===== src/sv/spi_register_access_master_assert.svh =====
// ----------------------------------------------------------------------------
// Assertion macros for the serial register-access master
// Clocked on clk, disabled while rst_n is low.
// ----------------------------------------------------------------------------
`ifndef SPI_REGISTER_ACCESS_MASTER_ASSERT_SVH
`define SPI_REGISTER_ACCESS_MASTER_ASSERT_SVH

`ifndef SYNTH
// Condition must hold at every clock edge outside reset.
`define SRAM_ASSERT_ALWAYS(label, cond, msg) \
    label: assert property (@(posedge clk) disable iff (!rst_n) (cond)) else $error(msg);
// Consequent must hold in the cycle after the antecedent.
`define SRAM_ASSERT_NEXT(label, ante, cons, msg) \
    label: assert property (@(posedge clk) disable iff (!rst_n) (ante) |=> (cons)) \
        else $error(msg);
`else
`define SRAM_ASSERT_ALWAYS(label, cond, msg)
`define SRAM_ASSERT_NEXT(label, ante, cons, msg)
`endif

`endif


===== src/sv/spi_ram_pkg.sv =====
// ----------------------------------------------------------------------------
// spi_ram_pkg
// Constants and codes for the serial register-access master.
// ----------------------------------------------------------------------------
`timescale 1ns / 1ps

package spi_ram_pkg;

    localparam int ADDR_BITS     = 7;
    localparam int MAX_DATA_BITS = 32;
    localparam int CNT_W         = 6;
    localparam int FRAME_W       = 1 + ADDR_BITS + MAX_DATA_BITS;

    typedef logic [1:0] func_t;

    localparam func_t FUNC_WRITE = 2'd0;
    localparam func_t FUNC_READ  = 2'd1;
    localparam func_t FUNC_TICK  = 2'd2;

endpackage


===== src/sv/spi_register_access_master.sv =====
// ----------------------------------------------------------------------------
// spi_register_access_master
// Serial register-access master: read/write bit, address, data, MSB first.
// ----------------------------------------------------------------------------
//  channel | handshake                   | payload
//  --------+-----------------------------+------------------------------------
//  in      | in_valid / in_stall         | func, reg_address, write_word,
//          |                             | bit_count, miso_level
//  out     | out_valid / out_stall       | chip_select_n, mosi_level,
//          |                             | clock_pulse, frame_done, read_word,
//          |                             | start_rejected
//
//  One transaction per clock unless stalled; its result is in the output
//  register on the next cycle. Frame state and output register update as one.
//  The input stalls only while a result sits in the output register and the
//  output side stalls. Reset idles the frame and empties the output register.
// ----------------------------------------------------------------------------
`timescale 1ns / 1ps

`include "spi_register_access_master_assert.svh"

module spi_register_access_master
    import spi_ram_pkg::*;
(
    input  logic                 clk,
    input  logic                 rst_n,
    input  logic                 in_valid,
    output logic                 in_stall,
    input  func_t                func,
    input  logic [ADDR_BITS-1:0] reg_address,
    input  logic [31:0]          write_word,
    input  logic [CNT_W-1:0]     bit_count,
    input  logic                 miso_level,
    output logic                 out_valid,
    input  logic                 out_stall,
    output logic                 chip_select_n,
    output logic                 mosi_level,
    output logic                 clock_pulse,
    output logic                 frame_done,
    output logic [31:0]          read_word,
    output logic                 start_rejected
);

    // frame state
    logic                     busy_reg, busy_next;
    logic                     is_read_reg, is_read_next;
    logic [CNT_W-1:0]         bits_left_reg, bits_left_next;
    logic [CNT_W-1:0]         data_count_reg, data_count_next;
    logic [FRAME_W-1:0]       tx_reg, tx_next;
    logic [MAX_DATA_BITS-1:0] rx_reg, rx_next;

    // result register
    logic                     out_valid_reg, out_valid_next;
    logic                     cs_n_reg, cs_n_next;
    logic                     mosi_reg, mosi_next;
    logic                     pulse_reg, pulse_next;
    logic                     done_reg, done_next;
    logic [31:0]              rword_reg, rword_next;
    logic                     rej_reg, rej_next;

    logic                     in_fire;
    logic [CNT_W-1:0]         cnt_sat;
    logic [CNT_W-1:0]         align_shift;
    logic [MAX_DATA_BITS-1:0] data_aligned;

    assign in_stall = out_valid_reg & out_stall;
    assign in_fire  = in_valid & ~in_stall;

    always_comb
    begin
        if (bit_count == '0)
            cnt_sat = CNT_W'(1);
        else if (bit_count > CNT_W'(MAX_DATA_BITS))
            cnt_sat = CNT_W'(MAX_DATA_BITS);
        else
            cnt_sat = bit_count;
        align_shift  = CNT_W'(MAX_DATA_BITS) - cnt_sat;
        // left-justify the data so the first data bit lands at the top
        data_aligned = write_word << align_shift[4:0];
    end

    always_comb
    begin
        busy_next       = busy_reg;
        is_read_next    = is_read_reg;
        bits_left_next  = bits_left_reg;
        data_count_next = data_count_reg;
        tx_next         = tx_reg;
        rx_next         = rx_reg;
        cs_n_next       = ~busy_reg;
        mosi_next       = 1'b0;
        pulse_next      = 1'b0;
        done_next       = 1'b0;
        rword_next      = '0;
        rej_next        = 1'b0;

        unique case (func) inside
            FUNC_WRITE, FUNC_READ:
            begin
                if (busy_reg)
                begin
                    rej_next = 1'b1;
                end
                else
                begin
                    busy_next       = 1'b1;
                    is_read_next    = func[0];
                    bits_left_next  = CNT_W'(1 + ADDR_BITS) + cnt_sat;
                    data_count_next = cnt_sat;
                    rx_next         = '0;
                    cs_n_next       = 1'b0;
                    // read frames hold the last address bit through the data phase
                    if (func[0])
                        tx_next = {func[0], reg_address, {MAX_DATA_BITS{reg_address[0]}}};
                    else
                        tx_next = {func[0], reg_address, data_aligned};
                end
            end
            FUNC_TICK:
            begin
                if (busy_reg)
                begin
                    mosi_next      = tx_reg[FRAME_W-1];
                    tx_next        = {tx_reg[FRAME_W-2:0], 1'b0};
                    pulse_next     = 1'b1;
                    cs_n_next      = 1'b0;
                    bits_left_next = bits_left_reg - CNT_W'(1);
                    if (is_read_reg && bits_left_reg <= data_count_reg)
                        rx_next = {rx_reg[MAX_DATA_BITS-2:0], miso_level};
                    if (bits_left_reg == CNT_W'(1))
                    begin
                        done_next = 1'b1;
                        cs_n_next = 1'b1;
                        busy_next = 1'b0;
                        if (is_read_reg)
                            rword_next = rx_next;
                    end
                end
            end
            default:
            begin
                cs_n_next = ~busy_reg;
            end
        endcase
    end

    assign out_valid_next = in_fire | (out_valid_reg & out_stall);

    always_ff @(posedge clk or negedge rst_n)
    begin
        if (!rst_n)
        begin
            busy_reg       <= 1'b0;
            is_read_reg    <= 1'b0;
            bits_left_reg  <= '0;
            data_count_reg <= '0;
            out_valid_reg  <= 1'b0;
        end
        else
        begin
            out_valid_reg <= out_valid_next;
            if (in_fire)
            begin
                busy_reg       <= busy_next;
                is_read_reg    <= is_read_next;
                bits_left_reg  <= bits_left_next;
                data_count_reg <= data_count_next;
            end
        end
    end

    // shift registers and result payload carry no reset
    always_ff @(posedge clk)
    begin
        if (in_fire)
        begin
            tx_reg    <= tx_next;
            rx_reg    <= rx_next;
            cs_n_reg  <= cs_n_next;
            mosi_reg  <= mosi_next;
            pulse_reg <= pulse_next;
            done_reg  <= done_next;
            rword_reg <= rword_next;
            rej_reg   <= rej_next;
        end
    end

    assign out_valid      = out_valid_reg;
    assign chip_select_n  = cs_n_reg;
    assign mosi_level     = mosi_reg;
    assign clock_pulse    = pulse_reg;
    assign frame_done     = done_reg;
    assign read_word      = rword_reg;
    assign start_rejected = rej_reg;

    `SRAM_ASSERT_ALWAYS(a_busy_count, !busy_reg || (bits_left_reg != '0 && bits_left_reg <= CNT_W'(FRAME_W)), "busy frame with bad bit count")
    `SRAM_ASSERT_ALWAYS(a_stall_needs_result, !in_stall || out_valid_reg, "input stalled with empty output register")
    `SRAM_ASSERT_ALWAYS(a_done_shape, !(out_valid_reg && done_reg) || (pulse_reg && cs_n_reg && !rej_reg), "frame_done without pulse and released select")
    `SRAM_ASSERT_NEXT(a_last_tick_idles, in_fire && busy_reg && func == FUNC_TICK && bits_left_reg == CNT_W'(1), !busy_reg && done_reg, "last tick did not close the frame")
    `SRAM_ASSERT_NEXT(a_reject_keeps_frame, in_fire && busy_reg && (func == FUNC_WRITE || func == FUNC_READ), busy_reg && $stable(bits_left_reg) && rej_reg, "rejected start disturbed the frame")

endmodule


===== config.mk =====
export PLATFORM = sky130hd
export DESIGN_NAME = spi_register_access_master
export DESIGN_NICKNAME = d
export VERILOG_FILES = /design/src/sv/spi_ram_pkg.sv /design/src/sv/spi_register_access_master.sv
export VERILOG_INCLUDE_DIRS = /design/src /design/src/sv
export SDC_FILE = /design/constraint.sdc
export NUM_CORES = 1
export LEC_CHECK = 0
export BUFFER_PORTS_ARGS = -buffer_cell sky130_fd_sc_hd__buf_2
export CELL_PAD_IN_SITES_DETAIL_PLACEMENT = 0
export CELL_PAD_IN_SITES_GLOBAL_PLACEMENT = 1
export CORE_UTILIZATION = 40
export DETAILED_ROUTE_END_ITERATION = 7
export PLACE_DENSITY = 0.74
export REMOVE_ABC_BUFFERS = 1
export SYNTH_ARGS = -nofsm -noshare
export SYNTH_HDL_FRONTEND = slang
export SYNTH_SLANG_ARGS = --single-unit

===== constraint.sdc =====
create_clock -name clk -period 11.5 [get_ports clk]
set_input_delay 2.3 -clock clk [delete_from_list [all_inputs] [get_ports clk]]
set_output_delay 2.3 -clock clk [all_outputs]
set_load 0.02 [all_outputs]

Yosys cells after proc, flatten, opt, wreduce, memory -nomap -nowiden

Cells that the tools add are included.

Bits in registers: 124
Output and inout port bits: 39
Bits of input ports: 52
Logic and storage cells: 60

Add/sub/neg operators: 3
$lt $le $gt $ge: 2
Bitwise gates (word level): 5
Reduce and logical (&&, ||, !) cells: 10
Shifts and indexed selects: 1
Equal/unequal tests: 5
Multiplexer cells: 21

Operator list:

| cell                                                               | number |
|---|---|
| 40-bit 2-to-1 mux                                                  | 3 |
| 32-bit 2-to-1 mux                                                  | 3 |
| 40-bit one-hot mux with 2 select lines                             | 1 |
| 32-bit one-hot mux with 2 select lines                             | 1 |
| 32-bit by 5-bit left shift with 32-bit output                      | 1 |
| 6-bit 2-to-1 mux                                                   | 4 |
| 6-bit one-hot mux with 2 select lines                              | 1 |
| 4-bit AND reduction                                                | 2 |
| 4-bit by 6-bit adder with 6-bit output, first input constant       | 1 |
| 6-bit by 1-bit == test with 1-bit output, second input constant    | 1 |
| 6-bit greater-than comparator, second input constant               | 1 |
| 6-bit <= comparator                                                | 1 |
| 6-bit logical NOT                                                  | 1 |
| 1-bit 2-to-1 mux                                                   | 6 |
| 6-bit by 1-bit subtractor with 6-bit output, second input constant | 1 |
| 1-bit by 5-bit subtractor with 5-bit output, first input constant  | 1 |
| 2-bit inequality test, second input constant                       | 2 |
| 1-bit one-hot mux with 2 select lines                              | 2 |
| 2-bit AND reduction                                                | 2 |
| 3-bit AND reduction                                                | 1 |
| 1-bit AND                                                          | 2 |
| 2-bit by 1-bit == test with 1-bit output, second input constant    | 1 |
| 2-bit == test, second input constant                               | 1 |
| 2-bit logical NOT                                                  | 1 |
| 5 further kinds                                                    | 6 |

Longest topological paths before layout

Gate-level depths: netlist (run 1).

Word-level depth: 8
Gate-level depth with buffers: 15
Gate-level depth less buffers: 11

Worst setup path after synthesis (run 1)

No wires, ideal clock.

Kind: input to register
From: in bit_count[4]
To: reg tx_reg[24] (data pin)
Buffers on the path: 4
Arrival time: 5.696 ns
Slack: 5.539 ns
Cell stages on the path: 13
Library setup time: 0.265 ns
Data required time: 11.235 ns
Cells stage by stage: or4_1 > buf_2 > a21oi_4 > inv_4 > buf_1 > ha_1 > buf_2 > xnor2_2 > buf_2 > mux4_1 > mux2i_1 > o221ai_1 > or3_1

Longest elaborated chain between the ends: 8
Elaborated cells between the ends (all ways): 9
Classes of those cells: 1 x add/sub; 1 x order compare; 1 x shift; 5 x mux; 1 x reduce/logical

Ends and longest elaborated chain:

| what                                            | RTL line                          | RTL |
|---|---|---|
| start, declared                                 | spi_register_access_master.sv:32  | `input logic [CNT_W-1:0] bit_count,` |
| 6-bit greater-than comparator                   | spi_register_access_master.sv:73  | `else if (bit_count > CNT_W'(MAX_DATA_BITS))` |
| 6-bit 2-to-1 mux                                | spi_register_access_master.sv:73  |  |
| 6-bit 2-to-1 mux *                              | spi_register_access_master.sv:71  | `if (bit_count == '0)` |
| 1-bit by 5-bit subtractor with 5-bit output *   | spi_register_access_master.sv:77  | `align_shift = CNT_W'(MAX_DATA_BITS) - cnt_sat;` |
| 32-bit by 5-bit left shift with 32-bit output * | spi_register_access_master.sv:79  | `data_aligned = write_word << align_shift[4:0];` |
| 40-bit 2-to-1 mux *                             | spi_register_access_master.sv:113 | `if (func[0])` |
| 40-bit 2-to-1 mux *                             | spi_register_access_master.sv:100 | `if (busy_reg)` |
| 40-bit one-hot mux with 2 select lines *        | spi_register_access_master.sv:97  | `unique case (func) inside` |
| named net tx_next[24]                           | spi_register_access_master.sv:49  | `logic [FRAME_W-1:0] tx_reg, tx_next;` |
| end signal, assigned                            | spi_register_access_master.sv:177 | `tx_reg <= tx_next;` |
| end, declared                                   | spi_register_access_master.sv:49  |  |

Mark *: on every way through the listed nets, which the timed path passes. The rest lies on a longest branch. The select of a mux whose other input is x is not followed.
A chain may end at the register's enable or synchronous reset.

Worst setup path after layout (run 1)

From: in bit_count[4]
To: reg tx_reg[31] (data pin)

The elaborated chain is that of the path after synthesis.

==> results.md, run 1 <==
* Outcome: completed
* Worst-path clk slew at ~0.060 ns
* GRT Overall Usage at roughly 22%
* N_diodes at 0
* Post-synth top cells: a21oi_1, edfxtp_1, o21ai_0, nand2_1, clkbuf_1
* PortBufs at 90
* Clk sinks at about 120
* Hold Slack at 0.515 ns
* Num CTS Buffers at 17
* Final Critical Period at approximately 6.7 ns
* Final period utilization at 58.6%
* Gate count of the mapped netlist at slightly above 700
* Final Hold Violating Endpoints at 0
* Vias in the first global route at 5845
* Leakage power at between 3 and 4 nW
* Non-Filler Instances at approximately 1000
* CP required at around 12 ns
* Post-route DRC at 0
* Synth Area per Inst at 10.2 µm²
* Async set or reset register ratio after synthesis at approximately 12%
* Gr ovfl total at 0
* RSZ-0062 raised after global routing: false
* HPWL after DPL at 13.7 mm
* Die span in x at approximately 140 µm
* Synth area leaders: edfxtp_1, a21oi_1, mux2i_1, dfrtp_1, o21ai_0
* Setup tns final at 0 ns
* Largest register FFs at 40
* Top-area cell type share of the netlist area at between 40% and 50%
* WP buf/inv at 4
* Hold Crit Class: reg -> reg
* Critical path fanouts, max at between 40 and 50
* Initial antenna violation count at 0
* Slowest CP cell: a2111oi_0
* Routed WL at just over 20 mm
* Placed Cells incl. Taps at slightly below 1000
* Max-Cap Viols at 0
* Worst Skew at a little under 0.008 ns
* DP Area at 0.00791 mm²
* Layout cells sized above 1 at about a fifth
* Core ar. at 0.0175 mm²
* Drt wl/cell at approximately 20 µm
* CP Launch Type: primary input
* RePlAce Congestion at a little over 0.9
* Cell row count at 48
* Avg Vias per Cell at about 6
* Detailed-route via count at between 6000 and 7000
* Crit path largest cell delay at about 0.81 ns
* Clk_lat worst skew at around 0.42 ns
* Die area at 0.0187 mm²
* 1st-iter DRT viols at roughly 620
* Seq cells post-synth at ~120
* Area Overhead vs Synth at 16.4%
* Finished Cell Area at ~0.0085 mm²
* CTS-repair resized insts at 0
* P per Cell Area at between 150 and 200 mW/mm²
* Final Slew Violations at 0
* CP Cell Sequence: buf_2, or4_1, a21oi_4, inv_4, ha_1, buf_4, clkinv_1, a2111oi_0, o21ai_0, o211ai_1
* Pin count of the biggest net entering global routing at 63
* Final layout net count at between 800 and 900
* Predominant post-synthesis flop cell: edfxtp_1
* Drt pass-1 iters at 5
* Clock Path Buffers at 2
* Fmax achieved at 0.148 GHz
* CP delay by family, top: compound AO/OA/AOI/OAI gates
* H-Tree Depth at 4
* Max_slew headroom at between 10% and 20%
* Global-route wire length before repair at around 32 mm
* WP data arrival at between 6 and 7 ns
* CTS tree: yes
* Critical Path End Type: flop
* Mapped cell area at approximately 0.0073 mm²
* Most frequent cell after synthesis: a21oi_1
* Post-synth EDFFs at ~110
* # setup viols final at 0
* Root Driver: clkbuf_16
* Ports at 91
* Synthesis Warnings at 0
* Cell variety after synth at 56
* Post-route ant nets at 0
* Crit path kind: in -> reg
* Initial core utilization at between 40% and 50%
* Sequential fraction of the synthesis area at 50.1%
* Post-CTS Hold Buffers at 0
* Die height at 137 µm
* Worst slew pin tran at between 1 and 1.5 ns
* Post-CTS setup buffer count at 0
* Peak VDD IR at about 0.00010 V
* Dominant cell type by area after synthesis: edfxtp_1
==> cells in the final DEF (no fill, tap or decap), types with 7 or more instances in the layout <==
| master | netlist | layout |
|---|---|---|
| buf_4 | 0 | 12 |
| edfxtp_1 | 109 | 109 |
| buf_2 | 6 | 90 |
| mux2i_1 | 43 | 43 |
| nand3_1 | 44 | 44 |
| dfrtp_1 | 15 | 15 |
| o22ai_1 | 10 | 10 |
| a21oi_1 | 113 | 113 |
| clkbuf_16 | 0 | 17 |
| o221ai_1 | 16 | 16 |
| nand2_1 | 58 | 58 |
| o21ai_0 | 70 | 70 |
| a21o_1 | 7 | 7 |
| ha_1 | 10 | 10 |
| o211ai_1 | 7 | 7 |
| mux4_2 | 12 | 12 |
| inv_1 | 19 | 18 |
| nor3_1 | 11 | 11 |
| nor2_1 | 35 | 35 |
==> cell families after synthesis <==
family | synth area share [%]
compound gates | 21.4
buf+inv | 4.06
fa+ha+maj | 1.72
xor+xnor | 0.464
mux | 11.0
simple gates | 11.3
flops | 50.1
==> stage by stage <==
step                      setup slack, ns  total power, mW  util, %
after CTS                            4.89             1.47     48.3
final                                4.76             1.47     48.3
after detailed placement             4.44            0.949     45.1
after global placement               4.44            0.945     45.1
after global routing                 4.50             1.54     48.3
after floorplan                      4.67            0.813        -
==> worst paths after layout <==
check / startpoint / end / slack, ns / cells past startpoint
max: bit_count[4] / tx_reg[31] / 4.76 / 10
min: tx_reg[37] / tx_reg[38] / 0.51 / 2
max reg2reg: bits_left_reg[1] / read_word[27] / 8.50 / 8
min reg2reg: tx_reg[37] / tx_reg[38] / 0.51 / 2
max in group asynchronous: rst_n / busy_reg / 9.46 / 1
min in group asynchronous: rst_n / data_count_reg[3] / 1.78 / 1
==> report_power, final <==
| part | internal, mW | switching [mW] | leakage [nW] |
|---|---|---|---|
| Sequential | 0.528 | 0.0168 | 1.21 |
| Combinational | 0.124 | 0.278 | 1.76 |
| Clock | 0.318 | 0.201 | 0.281 |
| Total | 0.969 | 0.496 | 3.25 |
==> layout make-up <==
class                           count  area, µm²
Fill cell                        1662       9060
Sequential cell                   124       3650
Multi-Input combinational cell    513       3350
Timing Repair Buffer              102        541
Clock buffer                       17        425
Tap cell                          225        282
Clock inverter                     14        144
Inverter                           21       81.3
==> worst min-delay path, cell delays in order (launching register included) <==
cell and delay, ns:
edfxtp_1 0.32, nand2_1 0.04, nand2_1 0.05
==> routing by layer <==
layer / wire (µm) / up-vias / track usage (%)
met5: 0 / - / 0
met4: 557 / 0 / 9.34
met3: 1220 / 47 / 4.11
met2: 9860 / 269 / 36.0
met1: 8570 / 3044 / 29.5
li1: - / 2881 / -
(Power assumes the default switching activity.)
==> run 2: changes to the inputs <==
--- a/config.mk
+++ b/config.mk
@@ -11,7 +11,7 @@
 export CELL_PAD_IN_SITES_GLOBAL_PLACEMENT = 1
 export CORE_UTILIZATION = 40
 export DETAILED_ROUTE_END_ITERATION = 7
-export PLACE_DENSITY = 0.74
+export PLACE_DENSITY = 0.76
 export REMOVE_ABC_BUFFERS = 1
 export SYNTH_ARGS = -nofsm -noshare
 export SYNTH_HDL_FRONTEND = slang
==> constraint.sdc (replaced) <==
create_clock -name clk -period 5.88 [get_ports clk]
set_input_delay 1.176 -clock clk [delete_from_list [all_inputs] [get_ports clk]]
set_output_delay 1.176 -clock clk [all_outputs]
set_load 0.02 [all_outputs]
==> run 2 against run 1 <==
  * Final area about the same
  * Clock power grew 84%
  * Clock-buffer cell count unchanged
  * Flip-flop and latch count did not move
  * Sequential share of layout area about the same
  * Sequential power rose by 95%
  * Worst hold slack got worse by 0.0070 ns
  * Register-to-register slack worse by 5.6 ns
  * Via count rose by 0.96%
  * Combinational power increased by 97%
  * Critical path type unchanged
  * Largest cell class unchanged
==> results.md, run 2 (synthesized netlist as in run 1, its figures left out) <==
* GRT Overall Usage at 22.3% (-0.088 points)
* WP data arrival at 4.92 ns (-2.07 ns)
* FF-to-FF setup slack at 2.89 ns (-5.61 ns)
* Worst r2r src: bits_left_reg[1]
* Die span in x at 137 µm (unchanged)
* HP Start: tx_reg[35]
* Num CTS Buffers at 17 (unchanged)
* RSZ-0062 raised after global routing: false
* Ports at 91 (unchanged)
* Post-route ant nets at 0 (unchanged)
* Avg Vias per Cell at 6.17 (+0.47%)
* N_diodes at 0 (unchanged)
* Global-route wire length before repair at 31.7 mm (-1.1%)
* Post-route DRC at 0 (unchanged)
* Layout cells sized above 1 at 20.2% (+0.50 points)
* # setup viols final at 0 (unchanged)
* Reg power frac at 37.8% (+0.7 points)
* Drt pass-1 iters at 5 (unchanged)
* Gr ovfl total at 0 (unchanged)
* Outcome: completed
* Worst-path clk slew at 0.06 ns (about the same)
* Max-Cap Viols at 0 (unchanged)
* RePlAce Congestion at 0.915 (-1.3%)
* Root Driver: clkbuf_16
* Detailed-route via count at 6301 (+0.96%)
* Critical Path End Type: flop
* Combinational Power Share at 28.2% (+0.8 points)
* Sw power at 987 µW (+99%)
* Clock Path Buffers at 2 (unchanged)
* Worst slew pin tran at 1.24 ns (+0.00944 ns)
* Initial antenna violation count at 0 (unchanged)
* Drt wl/cell at 19.9 µm (about the same)
* P per Cell Area at 331 mW/mm² (+92%)
* Clk sinks at 124 (unchanged)
* Post-CTS setup buffer count at 0 (unchanged)
* Most frequent cells in the layout: a21oi_1, edfxtp_1, buf_2, o21ai_0, nand2_1
* Initial core utilization at 41.5% (unchanged)
* CTS tree: yes
* HPWL after DPL at 13.6 mm (-0.35%)
* Hold Crit Class: reg -> reg
* Vias in the first global route at 5830 (-0.26%)
* Pwr Total at 2.81 mW (+92%)
* Hold Slack at 0.508 ns (-0.00702 ns)
* FF-to-FF End: read_word[19]
* Die area at 0.0187 mm² (unchanged)
* Cell row count at 48 (unchanged)
* Area Overhead vs Synth at 16.4% (about the same)
* Routed WL at 20.3 mm (+0.52%)
* Largest register FFs at 40 (unchanged)
* H-Tree Depth at 4 (unchanged)
* Core ar. at 0.0175 mm² (unchanged)
* Final period utilization at 80.8%
* CP Launch Type: primary input
* Hold depth at 2 (unchanged)
* Sw Share at 35.2% (+1.3 points)
* Critical path fanouts, max at 27 (-41%)
* 1st-iter DRT viols at 705 (+13%)
* Setup tns final at 0 ns (unchanged)
* Reg2reg path depth at 8 (unchanged)
* Die height at 137 µm (unchanged)
* Most common cell after layout, fill and taps aside: a21oi_1
* Post-CTS Hold Buffers at 0 (unchanged)
* Leakage power at 3.24 nW (-0.15%)
* Final Hold Violating Endpoints at 0 (unchanged)
* PortBufs at 90 (unchanged)
* Hold endpoint: tx_reg[36]
* Crit path kind: in -> reg
* Peak VDD IR at 0.000205 V (+99%)
* CTS-repair resized insts at 0 (unchanged)
* Fmax achieved at around 0.21 GHz
* Internal Power at 1.82 mW (+88%)
* CP required at 6.04 ns (-5.71 ns)
* Final Slew Violations at 0 (unchanged)
* Worst Skew at 0.0112 ns (+0.00335 ns)
* Clock power frac at 33.9% (-1.5 points)
* Clk_lat worst skew at 0.41 ns (about the same)
* Max_slew headroom at 17.4% (-0.63 points)
* Pin count of the biggest net entering global routing at 67 (+6.3%)
* Final Critical Period at approximately 4.8 ns
* Final layout net count at 845 (+0.48%)
-- run 2: cell types whose count changed in the layout (fill, tap and decap cells not counted) --
| cell | before | now |
|---|---|---|
| buf_4 | 12 | 16 |
| bufinv_16 | 2 | 0 |
| clkinv_2 | 4 | 2 |
| clkinv_4 | 2 | 5 |
| clkinvlp_4 | 1 | 3 |
-- run 2: area by class of cell --
cell class              count  area [µm²]
repair buffers            106         571
fillers                  1653        9060
clock inverters            15         115
multi-input cells         513        3350
well taps                 225         282
clock buffers              17         425
inverters                  21        81.3
flip-flops and latches    124        3650
-- run 2: worst max path at each step --
stage / endpoint / from / cells after the start
after floorplan: tx_reg[30] / bit_count[4] / 10
after global placement: tx_reg[24] / bit_count[4] / 11
after detailed placement: tx_reg[31] / bit_count[4] / 12
after CTS: tx_reg[31] / bit_count[4] / 12
after global routing: tx_reg[31] / bit_count[4] / 12
final: tx_reg[29] / bit_count[4] / 11
-- run 2: power by group through the flow --
stage               clock [mW]  sequential (mW)  combinational [mW]
global route             0.999             1.07               0.873
CTS                      0.963             1.06               0.783
floorplan                    0             1.10               0.489
detailed placement           0             1.08               0.780
finish                   0.953             1.06               0.792
global placement             0             1.08               0.770
-- run 2: layer usage --
layer | track usage (%) | vias up | routed length, µm
li1 | - | 2902 | -
met1 | 30.1 | 3053 | 8770
met3 | 3.41 | 36 | 1230
met5 | 0 | - | 0
met2 | 35.2 | 310 | 9740
met4 | 10.3 | 0 | 582
-- run 2: stage by stage --
step | area [µm²] | std cells | worst slack, ns | utilization (%)
2_1_floorplan | 7070 | 658 | 0.174 | -
3_3_place_gp | 7940 | 989 | 0.826 | 45.3
3_5_place_dp | 7940 | 989 | 0.720 | 45.3
4_1_cts | 8480 | 1021 | 1.14 | 48.3
5_1_grt | 8480 | 1021 | 0.933 | 48.3
6_report | 8480 | 1021 | 1.13 | 48.3
-- run 2: critical path: stages --
cell and delay (ns):
buf_2 0.14, or4_1 0.70, a21oi_4 0.24, inv_4 0.16
ha_1 0.37, xnor2_4 0.61, buf_4 0.38, mux4_2 0.36
mux2i_1 0.28, o22ai_1 0.11, or3_1 0.36
